### src/hw/rtl/tlsdp_pkg.sv
`timescale 1ns / 1ps
// Shared types and codes for the two-limit-switch debounce and position unit.
// No dependencies; used by the top level and the testbench.
package tlsdp_pkg;

   localparam int unsigned TimeWidth     = 32;
   localparam int unsigned DebounceWidth = 16;
   localparam int unsigned CsrIndexWidth = 2;
   localparam int unsigned CsrDataWidth  = 16;

   typedef enum logic [CsrIndexWidth-1:0] {
      CSR_OPEN_FITTED   = 2'd0,
      CSR_CLOSED_FITTED = 2'd1,
      CSR_ACTIVE_LOW    = 2'd2,
      CSR_DEBOUNCE_MS   = 2'd3
   } csr_index_type;

   typedef enum logic [1:0] {
      POS_UNKNOWN = 2'd0,
      POS_OPEN    = 2'd1,
      POS_CLOSED  = 2'd2
   } door_position_type;

   typedef struct packed {
      logic [TimeWidth-1:0] now_ms;
      logic                 open_level;
      logic                 closed_level;
   } req_payload_type;

   typedef struct packed {
      logic              open_made;
      logic              closed_made;
      logic              both_made_fault;
      logic              sensing_enabled;
      door_position_type door_position;
   } rsp_payload_type;

   typedef struct packed {
      logic                 stable;
      logic                 candidate;
      logic [TimeWidth-1:0] since;
   } switch_state_type;

endpackage

### src/hw/rtl/tlsdp_stream_if.sv
`timescale 1ns / 1ps
// Valid/ready channel carrying one payload struct per transfer.
// The payload type comes in as a parameter, normally a struct from tlsdp_pkg.
interface tlsdp_stream_if #(
   parameter type payload_type = logic
);
   logic        valid;
   logic        ready;
   payload_type payload;

   modport source (output valid, output payload, input ready);
   modport sink   (input valid, input payload, output ready);
endinterface

### src/hw/rtl/two_limit_switch_debounce_position_unit.sv
`timescale 1ns / 1ps
// Debounces an open-end and a closed-end limit switch from timestamped ticks and
// reports the door position. A tick is taken into an input register, then one
// pass of logic updates both debouncers and loads the result register, from which
// each tick's result is offered once that register is free, and a new tick can be
// taken in every cycle while results are drained. A level must persist for
// debounce_ms of tick time (signed wrapping difference) before it is believed.
// Any configuration write clears both debouncers. Depends on tlsdp_pkg and
// tlsdp_stream_if.
module two_limit_switch_debounce_position_unit (
   input  logic                                    clock,
   input  logic                                    reset,
   tlsdp_stream_if.sink                            req_chan,
   tlsdp_stream_if.source                          rsp_chan,
   input  logic                                    csr_wr_en,
   input  logic [tlsdp_pkg::CsrIndexWidth-1:0]     csr_index,
   input  logic [tlsdp_pkg::CsrDataWidth-1:0]      csr_wdata
);
   import tlsdp_pkg::*;

   // Configuration registers.
   logic                     open_fitted_ff,   open_fitted_in;
   logic                     closed_fitted_ff, closed_fitted_in;
   logic                     active_low_ff,    active_low_in;
   logic [DebounceWidth-1:0] debounce_ms_ff,   debounce_ms_in;
   logic                     csr_clear;

   // Debouncer state.
   switch_state_type open_sw_ff,   open_sw_in;
   switch_state_type closed_sw_ff, closed_sw_in;

   // Input and result stages.
   logic            in_valid_ff,  in_valid_in;
   req_payload_type in_data_ff,   in_data_in;
   logic            out_valid_ff, out_valid_in;
   rsp_payload_type out_data_ff,  out_data_in;

   logic            req_xfer;
   logic            advance;

   function automatic switch_state_type step_switch(
      input switch_state_type     cur,
      input logic                 fitted,
      input logic                 level,
      input logic                 low_active,
      input logic [TimeWidth-1:0] now,
      input logic [DebounceWidth-1:0] interval
   );
      switch_state_type     nxt;
      logic                 made;
      logic [TimeWidth-1:0] diff;
      nxt  = cur;
      made = level ^ low_active;
      diff = now - cur.since;
      if (!fitted) begin
         nxt.stable    = 1'b0;
         nxt.candidate = 1'b0;
      end else if (made != cur.candidate) begin
         nxt.candidate = made;
         nxt.since     = now;
      end else if ((cur.candidate != cur.stable) && !diff[TimeWidth-1] &&
                   (diff >= TimeWidth'(interval))) begin
         nxt.stable = cur.candidate;
      end
      return nxt;
   endfunction

   assign advance        = in_valid_ff && (!out_valid_ff || rsp_chan.ready);
   assign req_chan.ready = !in_valid_ff || advance;
   assign req_xfer       = req_chan.valid && req_chan.ready;

   assign rsp_chan.valid   = out_valid_ff;
   assign rsp_chan.payload = out_data_ff;

   always_comb begin
      open_fitted_in   = open_fitted_ff;
      closed_fitted_in = closed_fitted_ff;
      active_low_in    = active_low_ff;
      debounce_ms_in   = debounce_ms_ff;
      csr_clear        = 1'b0;
      if (csr_wr_en) begin
         csr_clear = 1'b1;
         unique case (csr_index_type'(csr_index))
            CSR_OPEN_FITTED:   open_fitted_in   = csr_wdata[0];
            CSR_CLOSED_FITTED: closed_fitted_in = csr_wdata[0];
            CSR_ACTIVE_LOW:    active_low_in    = csr_wdata[0];
            CSR_DEBOUNCE_MS:   debounce_ms_in   = csr_wdata;
            default:           csr_clear        = 1'b0;
         endcase
      end
   end

   always_comb begin
      switch_state_type open_nxt;
      switch_state_type closed_nxt;
      logic             fault;
      logic             enabled;

      open_nxt = step_switch(open_sw_ff, open_fitted_ff, in_data_ff.open_level,
                             active_low_ff, in_data_ff.now_ms, debounce_ms_ff);
      closed_nxt = step_switch(closed_sw_ff, closed_fitted_ff, in_data_ff.closed_level,
                               active_low_ff, in_data_ff.now_ms, debounce_ms_ff);
      enabled = open_fitted_ff || closed_fitted_ff;
      fault   = open_nxt.stable && closed_nxt.stable;

      out_data_in                 = out_data_ff;
      out_data_in.open_made       = open_nxt.stable;
      out_data_in.closed_made     = closed_nxt.stable;
      out_data_in.both_made_fault = fault;
      out_data_in.sensing_enabled = enabled;
      priority if (!enabled || fault) begin
         out_data_in.door_position = POS_UNKNOWN;
      end else if (open_nxt.stable) begin
         out_data_in.door_position = POS_OPEN;
      end else if (closed_nxt.stable) begin
         out_data_in.door_position = POS_CLOSED;
      end else begin
         out_data_in.door_position = POS_UNKNOWN;
      end
      if (!advance) begin
         out_data_in = out_data_ff;
      end

      open_sw_in   = open_sw_ff;
      closed_sw_in = closed_sw_ff;
      if (csr_clear) begin
         open_sw_in   = '0;
         closed_sw_in = '0;
      end else if (advance) begin
         open_sw_in   = open_nxt;
         closed_sw_in = closed_nxt;
      end
   end

   always_comb begin
      in_data_in   = req_xfer ? req_chan.payload : in_data_ff;
      in_valid_in  = req_xfer || (in_valid_ff && !advance);
      out_valid_in = advance || (out_valid_ff && !rsp_chan.ready);
   end

   always_ff @(posedge clock) begin
      if (reset) begin
         open_fitted_ff   <= 1'b0;
         closed_fitted_ff <= 1'b0;
         active_low_ff    <= 1'b1;
         debounce_ms_ff   <= DebounceWidth'(50);
         open_sw_ff       <= '0;
         closed_sw_ff     <= '0;
         in_valid_ff      <= 1'b0;
         out_valid_ff     <= 1'b0;
      end else begin
         open_fitted_ff   <= open_fitted_in;
         closed_fitted_ff <= closed_fitted_in;
         active_low_ff    <= active_low_in;
         debounce_ms_ff   <= debounce_ms_in;
         open_sw_ff       <= open_sw_in;
         closed_sw_ff     <= closed_sw_in;
         in_valid_ff      <= in_valid_in;
         out_valid_ff     <= out_valid_in;
      end
   end

   // Payload registers carry no reset.
   always_ff @(posedge clock) begin
      in_data_ff  <= in_data_in;
      out_data_ff <= out_data_in;
   end

endmodule

### src/flat_wrapper.sv
// flat-port wrapper written by rule: the top's interface ports become plain ports
module two_limit_switch_debounce_position_unit_flat import tlsdp_pkg::*;
  (clock, reset, csr_wr_en, csr_index, csr_wdata, req_chan_valid, req_chan_payload, req_chan_ready, rsp_chan_valid, rsp_chan_payload, rsp_chan_ready);
  tlsdp_stream_if #(.payload_type(req_payload_type)) req_chan_i ();
  tlsdp_stream_if #(.payload_type(rsp_payload_type)) rsp_chan_i ();
  input  logic clock;
  input  logic reset;
  input  logic csr_wr_en;
  input  logic [tlsdp_pkg::CsrIndexWidth-1:0] csr_index;
  input  logic [tlsdp_pkg::CsrDataWidth-1:0] csr_wdata;
  input wire logic [$bits(req_chan_i.valid)-1:0] req_chan_valid;
  input wire logic [$bits(req_chan_i.payload)-1:0] req_chan_payload;
  output wire logic [$bits(req_chan_i.ready)-1:0] req_chan_ready;
  output wire logic [$bits(rsp_chan_i.valid)-1:0] rsp_chan_valid;
  output wire logic [$bits(rsp_chan_i.payload)-1:0] rsp_chan_payload;
  input wire logic [$bits(rsp_chan_i.ready)-1:0] rsp_chan_ready;
  assign req_chan_i.valid = req_chan_valid;
  assign req_chan_i.payload = req_chan_payload;
  assign req_chan_ready = req_chan_i.ready;
  assign rsp_chan_valid = rsp_chan_i.valid;
  assign rsp_chan_payload = rsp_chan_i.payload;
  assign rsp_chan_i.ready = rsp_chan_ready;
  two_limit_switch_debounce_position_unit u_core (.clock(clock), .reset(reset), .req_chan(req_chan_i), .rsp_chan(rsp_chan_i), .csr_wr_en(csr_wr_en), .csr_index(csr_index), .csr_wdata(csr_wdata));
endmodule
### config.mk
export PLATFORM = sky130hd
export DESIGN_NAME = two_limit_switch_debounce_position_unit_flat
export DESIGN_NICKNAME = d
export VERILOG_FILES = /design/src/hw/rtl/tlsdp_pkg.sv /design/src/hw/rtl/tlsdp_stream_if.sv /design/src/hw/rtl/two_limit_switch_debounce_position_unit.sv /design/src/flat_wrapper.sv
export SDC_FILE = /design/constraint.sdc
export NUM_CORES = 1
export LEC_CHECK = 0
export BUFFER_PORTS_ARGS = -buffer_cell sky130_fd_sc_hd__clkbuf_2
export CORE_MARGIN = 8
export CORE_UTILIZATION = 36
export CTS_BUF_LIST = sky130_fd_sc_hd__clkbuf_16
export CTS_CLUSTER_DIAMETER = 200
export CTS_CLUSTER_SIZE = 40
export DETAILED_ROUTE_END_ITERATION = 6
export PLACE_DENSITY = 0.49
export SLEW_MARGIN = 5
export SYNTH_ARGS = -nofsm -noshare
export SYNTH_HDL_FRONTEND = slang
export SYNTH_SLANG_ARGS = --single-unit
### constraint.sdc
create_clock -name clock -period 4.8 [get_ports clock]
set_clock_uncertainty 0.05 [all_clocks]
set_input_delay 0.48 -clock clock [delete_from_list [all_inputs] [get_ports clock]]
set_output_delay 0.48 -clock clock [all_outputs]
set_load 0.005 [all_outputs]
==> results of run 1 <==
-- stage by stage --
stage          worst slack, ns   TNS, ns
2_1_floorplan           0.4139         0
3_3_place_gp          0.005854         0
3_5_place_dp           -0.1135   -0.2607
4_1_cts                0.05190         0
5_1_grt               -0.07706  -0.07706
6_report                0.2266         0
-- metal layers --
metal	up-vias	part of all wire (%)	global-route usage [%]
met3	26	4.6	3.389
met2	173	42	25.19
met4	0	1.7	4.910
met1	3614	52	24.91
li1	4129	-	-
met5	-	0	0
-- where the power goes --
| group | internal (mW) | switching [mW] | total [mW] | leakage [nW] |
|---|---|---|---|---|
| clock | 0.772 | 0.536 | 1.31 | 0.290 |
| sequential | 1.15 | 0.0309 | 1.19 | 1.11 |
| combinational | 0.219 | 0.313 | 0.532 | 2.46 |
| total | 2.14 | 0.880 | 3.02 | 3.86 |
-- critical path, cell delays in order (launching register included) --
cell and delay (ns):
edfxtp_1 0.36, inv_2 0.06, ha_4 0.16, fa_2 0.36, nand2b_4 0.15, a21o_1 0.21, a211o_1 0.32, nand2_1 0.08
xor2_1 0.17, ha_1 0.28, a21oi_2 0.14, nor2b_1 0.06, a2111oi_2 0.31, a311oi_2 0.17, nor4_2 0.26, nor4b_2 0.23
nand4_1 0.13, o311ai_2 0.22, buf_4 0.19, mux2_4 0.32, inv_2 0.06, nor2_2 0.03
-- final cells by class --
type / instances / area, um^2
flip-flops and latches: 129 / 2983
repair buffers: 87 / 493.0
well taps: 330 / 412.9
clock buffers: 19 / 475.5
fillers: 2588 / 14540
clock inverters: 13 / 110.1
multi-input cells: 882 / 5669
inverters: 94 / 355.3
-- how the worst min path moves through the flow --
stage	start	endpoint	slack, ns	depth (start not counted)
CTS	req_chan_payload[18]	u_core.in_data_ff[18]$_DFFE_PP_	0.15	1
floorplan	u_core.closed_sw_ff[10]$_SDFFE_PP0P_	u_core.closed_sw_ff[10]$_SDFFE_PP0P_	0.39	2
finish	req_chan_payload[4]	u_core.in_data_ff[4]$_DFFE_PP_	0.18	1
global placement	u_core.closed_sw_ff[28]$_SDFFE_PP0P_	u_core.closed_sw_ff[28]$_SDFFE_PP0P_	0.39	2
detailed placement	u_core.open_sw_ff[5]$_SDFFE_PP0P_	u_core.open_sw_ff[5]$_SDFFE_PP0P_	0.40	2
global route	req_chan_payload[4]	u_core.in_data_ff[4]$_DFFE_PP_	0.15	1
-- flip-flops by register name (all words and copies together), names as in the netlist, 6 cells and up --
signal	flops
u_core.in_data_ff	34
u_core.closed_sw_ff	34
u_core.debounce_ms_ff	16
u_core.open_sw_ff	34
u_core.rsp_chan.payload	6
-- synthesized netlist by cell type, types with 11 or more instances --
library cell  instances  area (um^2)
nand2_1             230        863.3
a21oi_1             155        775.7
ha_1                 96         1201
inv_1                92        345.3
dfxtp_1              89         1782
nor2_1               57        214.0
o21ai_0              41        205.2
edfxtp_1             40         1201
clkbuf_1             38        142.6
xnor2_1              29        254.0
nand3_1              26        130.1
a21o_1               23        172.7
xor2_1               22        192.7
nand4_1              17        106.4
nand2b_1             13        81.33
nor3_1               13        65.06
o21a_1               11        82.58
-- what timing repair did --
| item | in CTS | in global routing |
|---|---|---|
| gates resized for setup | 4 | 17 |
| pin swaps | 3 | 11 |
| setup endpoints to repair | 4 | 5 |
| setup buffers | 0 | 3 |
-- cell families (layout without fill, tap and decap cells) --
kind of cell / after synthesis / after routing
buf+inv: 141 / 213
mux: 8 / 8
simple gates: 410 / 410
flops: 129 / 129
fa+ha+maj: 98 / 98
xor+xnor: 51 / 51
compound gates: 315 / 315
-- layout by cell type, fill, tap and decap left out, types with 17 or more instances in the layout --
cell | netlist | final
dfxtp_1 | 89 | 89
edfxtp_1 | 40 | 40
a21oi_1 | 155 | 152
nor2_1 | 57 | 57
nand2_1 | 230 | 230
a21o_1 | 23 | 23
nand4_1 | 17 | 17
buf_4 | 0 | 23
clkbuf_2 | 1 | 64
nand3_1 | 26 | 26
ha_1 | 96 | 95
xor2_1 | 22 | 22
xnor2_1 | 29 | 29
clkbuf_16 | 0 | 19
inv_1 | 92 | 93
o21ai_0 | 41 | 39
==> out/qor.yml, run 1 <==
clock-sinks: 129
rows: 58
final_area_um2: 10500
first_pass_iters: 5
timing.final.crit_period_ns: 4.573
max_slew_margin_pct: 28.02
vias_per_cell: 5.111
synth_compound_area_share_pct: 21.47
synth_mux_area_share_pct: 1.001
antenna_found_initial: 0
yosys_warnings: 0
dr_total_vias: 7942
layout.nets: 1366
holdWs_ns: 0.1755
htree_levels: 4
utilization_pct: 41.93
rr_startpoint: "u_core.in_data_ff[2]$_DFFE_PP_"
arrival_ns: 4.71
postSynthAreaPerCell_um2: 7.922
startpoint: "u_core.in_data_ff[2]$_DFFE_PP_"
clk_path_buf_depth: 2
hpwl_um: 19590
rsz0062_at_grt: "yes"
port_buffers: 64
grt_max_degree: 69
synth_xor_area_share_pct: 4.894
diodes: 0
leakagePower_nw: 3.856
first_iter_violations: 537
r2r_end: "u_core.rsp_chan.payload[0]$_SDFFCE_PP0P_"
synthArstFlopShare_pct: 0
finalCritPeriodShare_pct: 95.28
clk_latency_ns: 0.43
io_pins: 65
netlist_area_um2: 9126
startpoint_type: "register"
die_h_um: 175.2
die_w_um: 175.2
min_path_type: "input pin to register"
cts.clk_slew.worst_paths_ns: 0.06
powerDensity_nw_per_um2: 288.1
first_global_vias: 7796
placed_area_um2: 9804
synth_cell_types: 79
grt_pass1_wl_um: 42300
cts_buffers: 17
finalSetupViolations: 0
finalPower_mw: 3.025
synthFlopType: "dfxtp_1"
syn-instance-count: 1152
status: "finished clean"
worst_pin_slew_ns: 1.080
drt_wl_total_um: 25940
wl_per_cell_um: 16.69
critPathRequiredTime_ns: 4.93
dp.cells: 1519
synth_edf_count: 40
reg2reg_depth: 21
grt_usage_pct: 17.17
post-route-drc-count: 0
cap_viol_max_count: 0
cts_tree: "yes"
holdBufCountCts: 0
rrSetupSlack_ns: 0.23
syn-num-nets: 1307
hold_viol: 0
cts-root-buf: "clkbuf_16"
seq_area_frac_synth_pct: 32.68
yosys.area_share.simple_pct: 20.10
drive_gt1_share_pct: 13.73
syn_to_final_growth_pct: 15.04
synth_top_family_by_area: "compound AO/OA/AOI/OAI gates"
grt.overflow.total: 0
end_kind: "register"
fin_cells: 1554
ys_ff_latch: 129
drtAntennaViolNets: 0
criticalPathCategory: "register to register"
max_freq_ghz: 0.2187
slew_violations: 0
start_util_pct: 36.45
path_max_fanout: 3
worstSetupEndpoint: "u_core.rsp_chan.payload[0]$_SDFFCE_PP0P_"
vdd_drop_max_v: 0.0001785
dieArea_um2: 30700
place_congestion: 0.8679
core_area_um2: 25040
synth_fa_ha_area_share_pct: 13.60
Note: power is estimated with default switching activity, not from simulation.
==> run 2: changes to the inputs <==
- CORE_MARGIN: 8 -> unset
==> run 2 against run 1 <==
Compared with the run above: sequential power barely moved; total power rose by 0.67%; wire length fell by 3.1%; register-to-register slack improved by 0.07 ns; critical path type unchanged; largest power group unchanged; highest routed layer unchanged.
==> out/qor.yml, run 2 (synthesis results as in run 1) <==
io_pins: 65
grt_pass1_wl_um: 40070
place_ws_ns: -0.08295
port_buffers: 64
postCtsSetupBuffers: 0
clk_latency_ns: 0.43
drtAntennaViolNets: 0
r2r_end: "u_core.rsp_chan.payload[0]$_SDFFCE_PP0P_"
dr_total_vias: 7981
rrSetupSlack_ns: 0.30
cts.clk_slew.worst_paths_ns: 0.06
multi_input_area_um2: 5670
first_pass_iters: 4
final_common_cell: "nand2_1"
grt_usage_pct: 19.79
status: "finished clean"
clock-sinks: 129
finalPower_mw: 3.045
arrival_ns: 4.64
whs_path_depth: 1
fill_cells: 2536
drt_wl_total_um: 25130
end_kind: "register"
utilization_pct: 42.59
first_global_vias: 7469
diodes: 0
clk_path_buf_depth: 2
reg2reg_depth: 20
dieArea_um2: 25990
finalSetupViolations: 0
hp-start: "req_chan_payload[28]"
cap_viol_max_count: 0
grt.overflow.total: 0
seq_area_um2: 2983
cts_buffers: 17
slew_violations: 0
vias_per_cell: 5.166
core_area_um2: 24600
worst_pin_slew_ns: 1.006
setup_slack_ns: 0.2951
powerDensity_nw_per_um2: 290.6
cts-root-buf: "clkbuf_16"
start_util_pct: 37.09
reg_top3: "u_core.closed_sw_ff (34), u_core.in_data_ff (34), u_core.open_sw_ff (34)"
path_max_fanout: 3
die_h_um: 161.2
syn_to_final_growth_pct: 14.82
hold_end: "u_core.in_data_ff[28]$_DFFE_PP_"
hold_viol: 0
grt_max_degree: 69
criticalPathCategory: "register to register"
wl_per_cell_um: 16.26
leakagePower_nw: 3.837
htree_levels: 4
rr_startpoint: "u_core.in_data_ff[2]$_DFFE_PP_"
max_freq_ghz: 0.2220
rows: 57
drive_gt1_share_pct: 13.35
startpoint_type: "register"
antenna_found_initial: 0
die_w_um: 161.2
first_iter_violations: 670
hpwl_um: 19170
final_cell_mix: "nand2_1, a21oi_1, ha_1, inv_1, dfxtp_1"
layout.nets: 1363
place_congestion: 0.8814
min_path_type: "input pin to register"
finalCritPeriodShare_pct: 93.85
post-route-drc-count: 0
cts_tree: "yes"
max_slew_margin_pct: 32.94
critPathRequiredTime_ns: 4.93
timing.final.crit_period_ns: 4.505
vdd_drop_max_v: 0.0001626
run 2: cell count changes in the layout (fill, tap and decap cells not counted), moves of 2 or more:
cell / previous run / this run
buf_4: 23 / 20
a21oi_1: 152 / 154
a21oi_2: 7 / 5
bufinv_16: 1 / 3
clkbuf_16: 19 / 17
run 2: what timing repair did:
item                       CTS  global route
pin swaps                    3            10
resized for setup            4            15
hold buffers                 0             0
setup endpoints to repair    2             7
run 2: worst max-delay path by stage:
stage / start / end / slack, ns
finish: u_core.in_data_ff[2]$_DFFE_PP_ / u_core.rsp_chan.payload[0]$_SDFFCE_PP0P_ / 0.30
global route: u_core.in_data_ff[2]$_DFFE_PP_ / u_core.rsp_chan.payload[0]$_SDFFCE_PP0P_ / -0.0008
CTS: u_core.in_data_ff[2]$_DFFE_PP_ / u_core.rsp_chan.payload[0]$_SDFFCE_PP0P_ / 0.02
detailed placement: u_core.in_data_ff[2]$_DFFE_PP_ / u_core.rsp_chan.payload[0]$_SDFFCE_PP0P_ / -0.08
global placement: u_core.in_data_ff[2]$_DFFE_PP_ / u_core.rsp_chan.payload[0]$_SDFFCE_PP0P_ / 0.002
floorplan: u_core.in_data_ff[2]$_DFFE_PP_ / u_core.rsp_chan.payload[3]$_DFFE_PP_ / 0.41
run 2: critical path: stages, from the launching register on:
cell,delay [ns]
edfxtp_1,0.36
inv_2,0.06
ha_4,0.16
fa_2,0.40
nand2b_4,0.15
a21o_1,0.17
buf_4,0.14
nor2b_2,0.17
o21ai_1,0.14
xor2_1,0.18
ha_1,0.29
a2111oi_4,0.36
a311oi_2,0.16
nor4_2,0.26
nor4b_2,0.24
nand4_1,0.14
o311ai_2,0.24
buf_4,0.18
mux2_4,0.32
inv_2,0.06
nor2_2,0.03
run 2: power by group:
part           total [mW]  internal (mW)  switching, mW
sequential           1.19           1.15         0.0311
clock                1.33          0.812          0.517
combinational       0.531          0.219          0.312
run 2: layout make-up:
cell class / count / area share [%]
multi-input combinational: 882 / 54.11
sequential: 129 / 28.47
timing repair buffer: 84 / 4.490
clock buffer: 17 / 4.060
tap: 324 / 3.869
inverter: 94 / 3.391
clock inverter: 15 / 1.612
run 2: layer usage:
layer  track usage (%)  wire, um
met1             29.48     13290
met2             29.11     10620
met3             3.030       833
met4             5.832       376
met5                 0         0
run 2: metrics by stage:
stage          hold slack, ns  cell area, um^2  instances    TNS (ns)
2_1_floorplan          0.3863             9126       1152           0
3_5_place_dp           0.3967             9798       1513    -0.08295
3_3_place_gp           0.3919             9798       1513           0
6_report               0.1757            10480       1545           0
5_1_grt                0.1609            10480       1545  -0.0008122
4_1_cts                0.1590            10400       1545           0
==> run 3: changes to the inputs <==
- BUFFER_PORTS_ARGS: -buffer_cell sky130_fd_sc_hd__clkbuf_2 -> unset
- DONT_BUFFER_PORTS: unset -> 1
- PLACE_DENSITY: 0.49 -> 0.47
==> run 3 against run 2 <==
Compared with the run above: total power decreased by 1.5%; cell count decreased by 3.6%; register-to-register slack improved by 0.02 ns; fmax increased by 0.44%; utilization decreased by 0.97 points; clock power decreased by 3%; critical path depth increased by 1; critical endpoint unchanged.
==> out/qor.yml, run 3 (synthesis results as in run 1) <==
post-route-drc-count: 0
final_cell_mix: "nand2_1, a21oi_1, ha_1, inv_1, dfxtp_1"
syn_to_final_growth_pct: 12.22
final_common_cell: "nand2_1"
min_path_type: "input pin to register"
max_slew_margin_pct: 37.35
critPathSlowestCell: "edfxtp_1"
grt_use_met2_pct: 30.54
critical-path-top-delay-family: "compound AO/OA/AOI/OAI gates"
grt_usage_pct: 20.33
drive_gt1_share_pct: 9.777
hold_viol: 0
wl_per_cell_um: 17.37
port_buffers: 0
path_max_fanout: 3
timing.final.crit_period_ns: 4.485
first_iter_violations: 485
critPathRequiredTime_ns: 4.93
cp_slowest_stage_delay_ns: 0.36
reg_top3: "u_core.closed_sw_ff (34), u_core.in_data_ff (34), u_core.open_sw_ff (34)"
cap_viol_max_count: 0
hpwl_um: 19810
die_w_um: 161.2
grt_use_met1_pct: 29.76
utilization_pct: 41.62
start_util_pct: 37.09
status: "finished clean"
cp_cell_sequence: "inv_2 -> ha_4 -> fa_2 -> nand2b_4 -> a21o_1 -> a211o_1 -> nand2_1 -> xor2_1 -> ha_1 -> a21oi_2 -> nor2b_2 -> a2111oi_4 -> a311oi_2 -> nor4_2 -> nor4b_4 -> nand4_1 -> o311ai_2 -> buf_4 -> mux2_4 -> inv_2 -> nor2_2"
io_pins: 65
antenna_found_initial: 0
cts_buffers: 17
arrival_ns: 4.62
finalSetupViolations: 0
gr-max-usage-layer: "met2"
end_kind: "register"
clk_path_buf_depth: 2
layout.nets: 1308
leakagePower_nw: 3.615
holdBufCountCts: 0
startpoint_type: "register"
grt.overflow.total: 0
grt_pass1_wl_um: 40880
max_freq_ghz: 0.2230
rows: 57
clock-sinks: 129
cts.clk_slew.worst_paths_ns: 0.06
grt_max_degree: 56
drtAntennaViolNets: 0
setup_tns_ns: 0
finalCritPeriodShare_pct: 93.44
htree_levels: 4
path_buf_inv: 3
powerDensity_nw_per_um2: 293.0
cts_tree: "yes"
vdd_drop_max_v: 0.0001625
vias_per_cell: 5.254
dr_total_vias: 7828
worst_pin_slew_ns: 0.9397
diodes: 0
holdWs_ns: 0.07478
rrSetupSlack_ns: 0.31
rsz0062_at_grt: "yes"
finalPower_mw: 3.000
drt_wl_total_um: 25880
gr-usage-met3_pct: 3.030
place_congestion: 0.8714
core_area_um2: 24600
dieArea_um2: 25990
cts-root-buf: "clkbuf_16"
critPathMostFrequentCell: "inv_2"
criticalPathCategory: "register to register"
die_h_um: 161.2
slew_violations: 0
first_pass_iters: 5
setup_slack_ns: 0.3149
clk_latency_ns: 0.43
place_ws_ns: -0.1278
first_global_vias: 7553
[run 3: through the flow]
stage	area [um^2]	instances
floorplan	9126	1152
global route	10240	1490
CTS	10110	1489
global placement	9534	1457
detailed placement	9534	1457
finish	10240	1490
[run 3: per-layer routing]
| layer | part of all wire (%) | up-vias |
|---|---|---|
| met5 | 0 | - |
| met4 | 1.4 | 0 |
| met1 | 52 | 3641 |
| met2 | 42 | 150 |
| met3 | 3.9 | 21 |
| li1 | - | 4016 |
[run 3: area by class of cell]
class                   count  area (um^2)
clock buffers              17        425.4
clock inverters            15        142.6
fillers                  2541        14360
inverters                  94        355.3
multi-input cells         882         5712
flip-flops and latches    129         2983
well taps                 324        405.4
repair buffers             29        217.7
[run 3: what timing repair did]
item,4_1_cts,5_1_grt
pin swaps,3,13
gates resized for setup,3,26
setup endpoints to repair,4,7
endpoints found under the hold margin,0,0
setup buffers,0,1
[run 3: power by group]
group | switching, mW | internal (mW) | leakage, nW | total [mW]
sequential | 0.0317 | 1.15 | 1.11 | 1.19
combinational | 0.309 | 0.211 | 2.23 | 0.519
clock | 0.534 | 0.761 | 0.280 | 1.29
[run 3: worst paths after layout]
path / endpoint / startpoint / cells past startpoint
max: u_core.rsp_chan.payload[0]$_SDFFCE_PP0P_ / u_core.in_data_ff[2]$_DFFE_PP_ / 21
min: u_core.debounce_ms_ff[2]$_SDFFE_PP0P_ / reset / 1
max reg2reg: u_core.rsp_chan.payload[0]$_SDFFCE_PP0P_ / u_core.in_data_ff[2]$_DFFE_PP_ / 21
min reg2reg: u_core.debounce_ms_ff[2]$_SDFFE_PP0P_ / u_core.debounce_ms_ff[2]$_SDFFE_PP0P_ / 2
[run 3: worst reg2reg max path, stage by stage (launching register included)]
cell       delay, ns
edfxtp_1        0.36
inv_2           0.06
ha_4            0.16
fa_2            0.35
nand2b_4        0.15
a21o_1          0.20
a211o_1         0.28
nand2_1         0.08
xor2_1          0.19
ha_1            0.28
a21oi_2         0.15
nor2b_2         0.07
a2111oi_4       0.20
a311oi_2        0.17
nor4_2          0.28
nor4b_4         0.24
nand4_1         0.14
o311ai_2        0.24
buf_4           0.19
mux2_4          0.32
inv_2           0.06
nor2_2          0.03
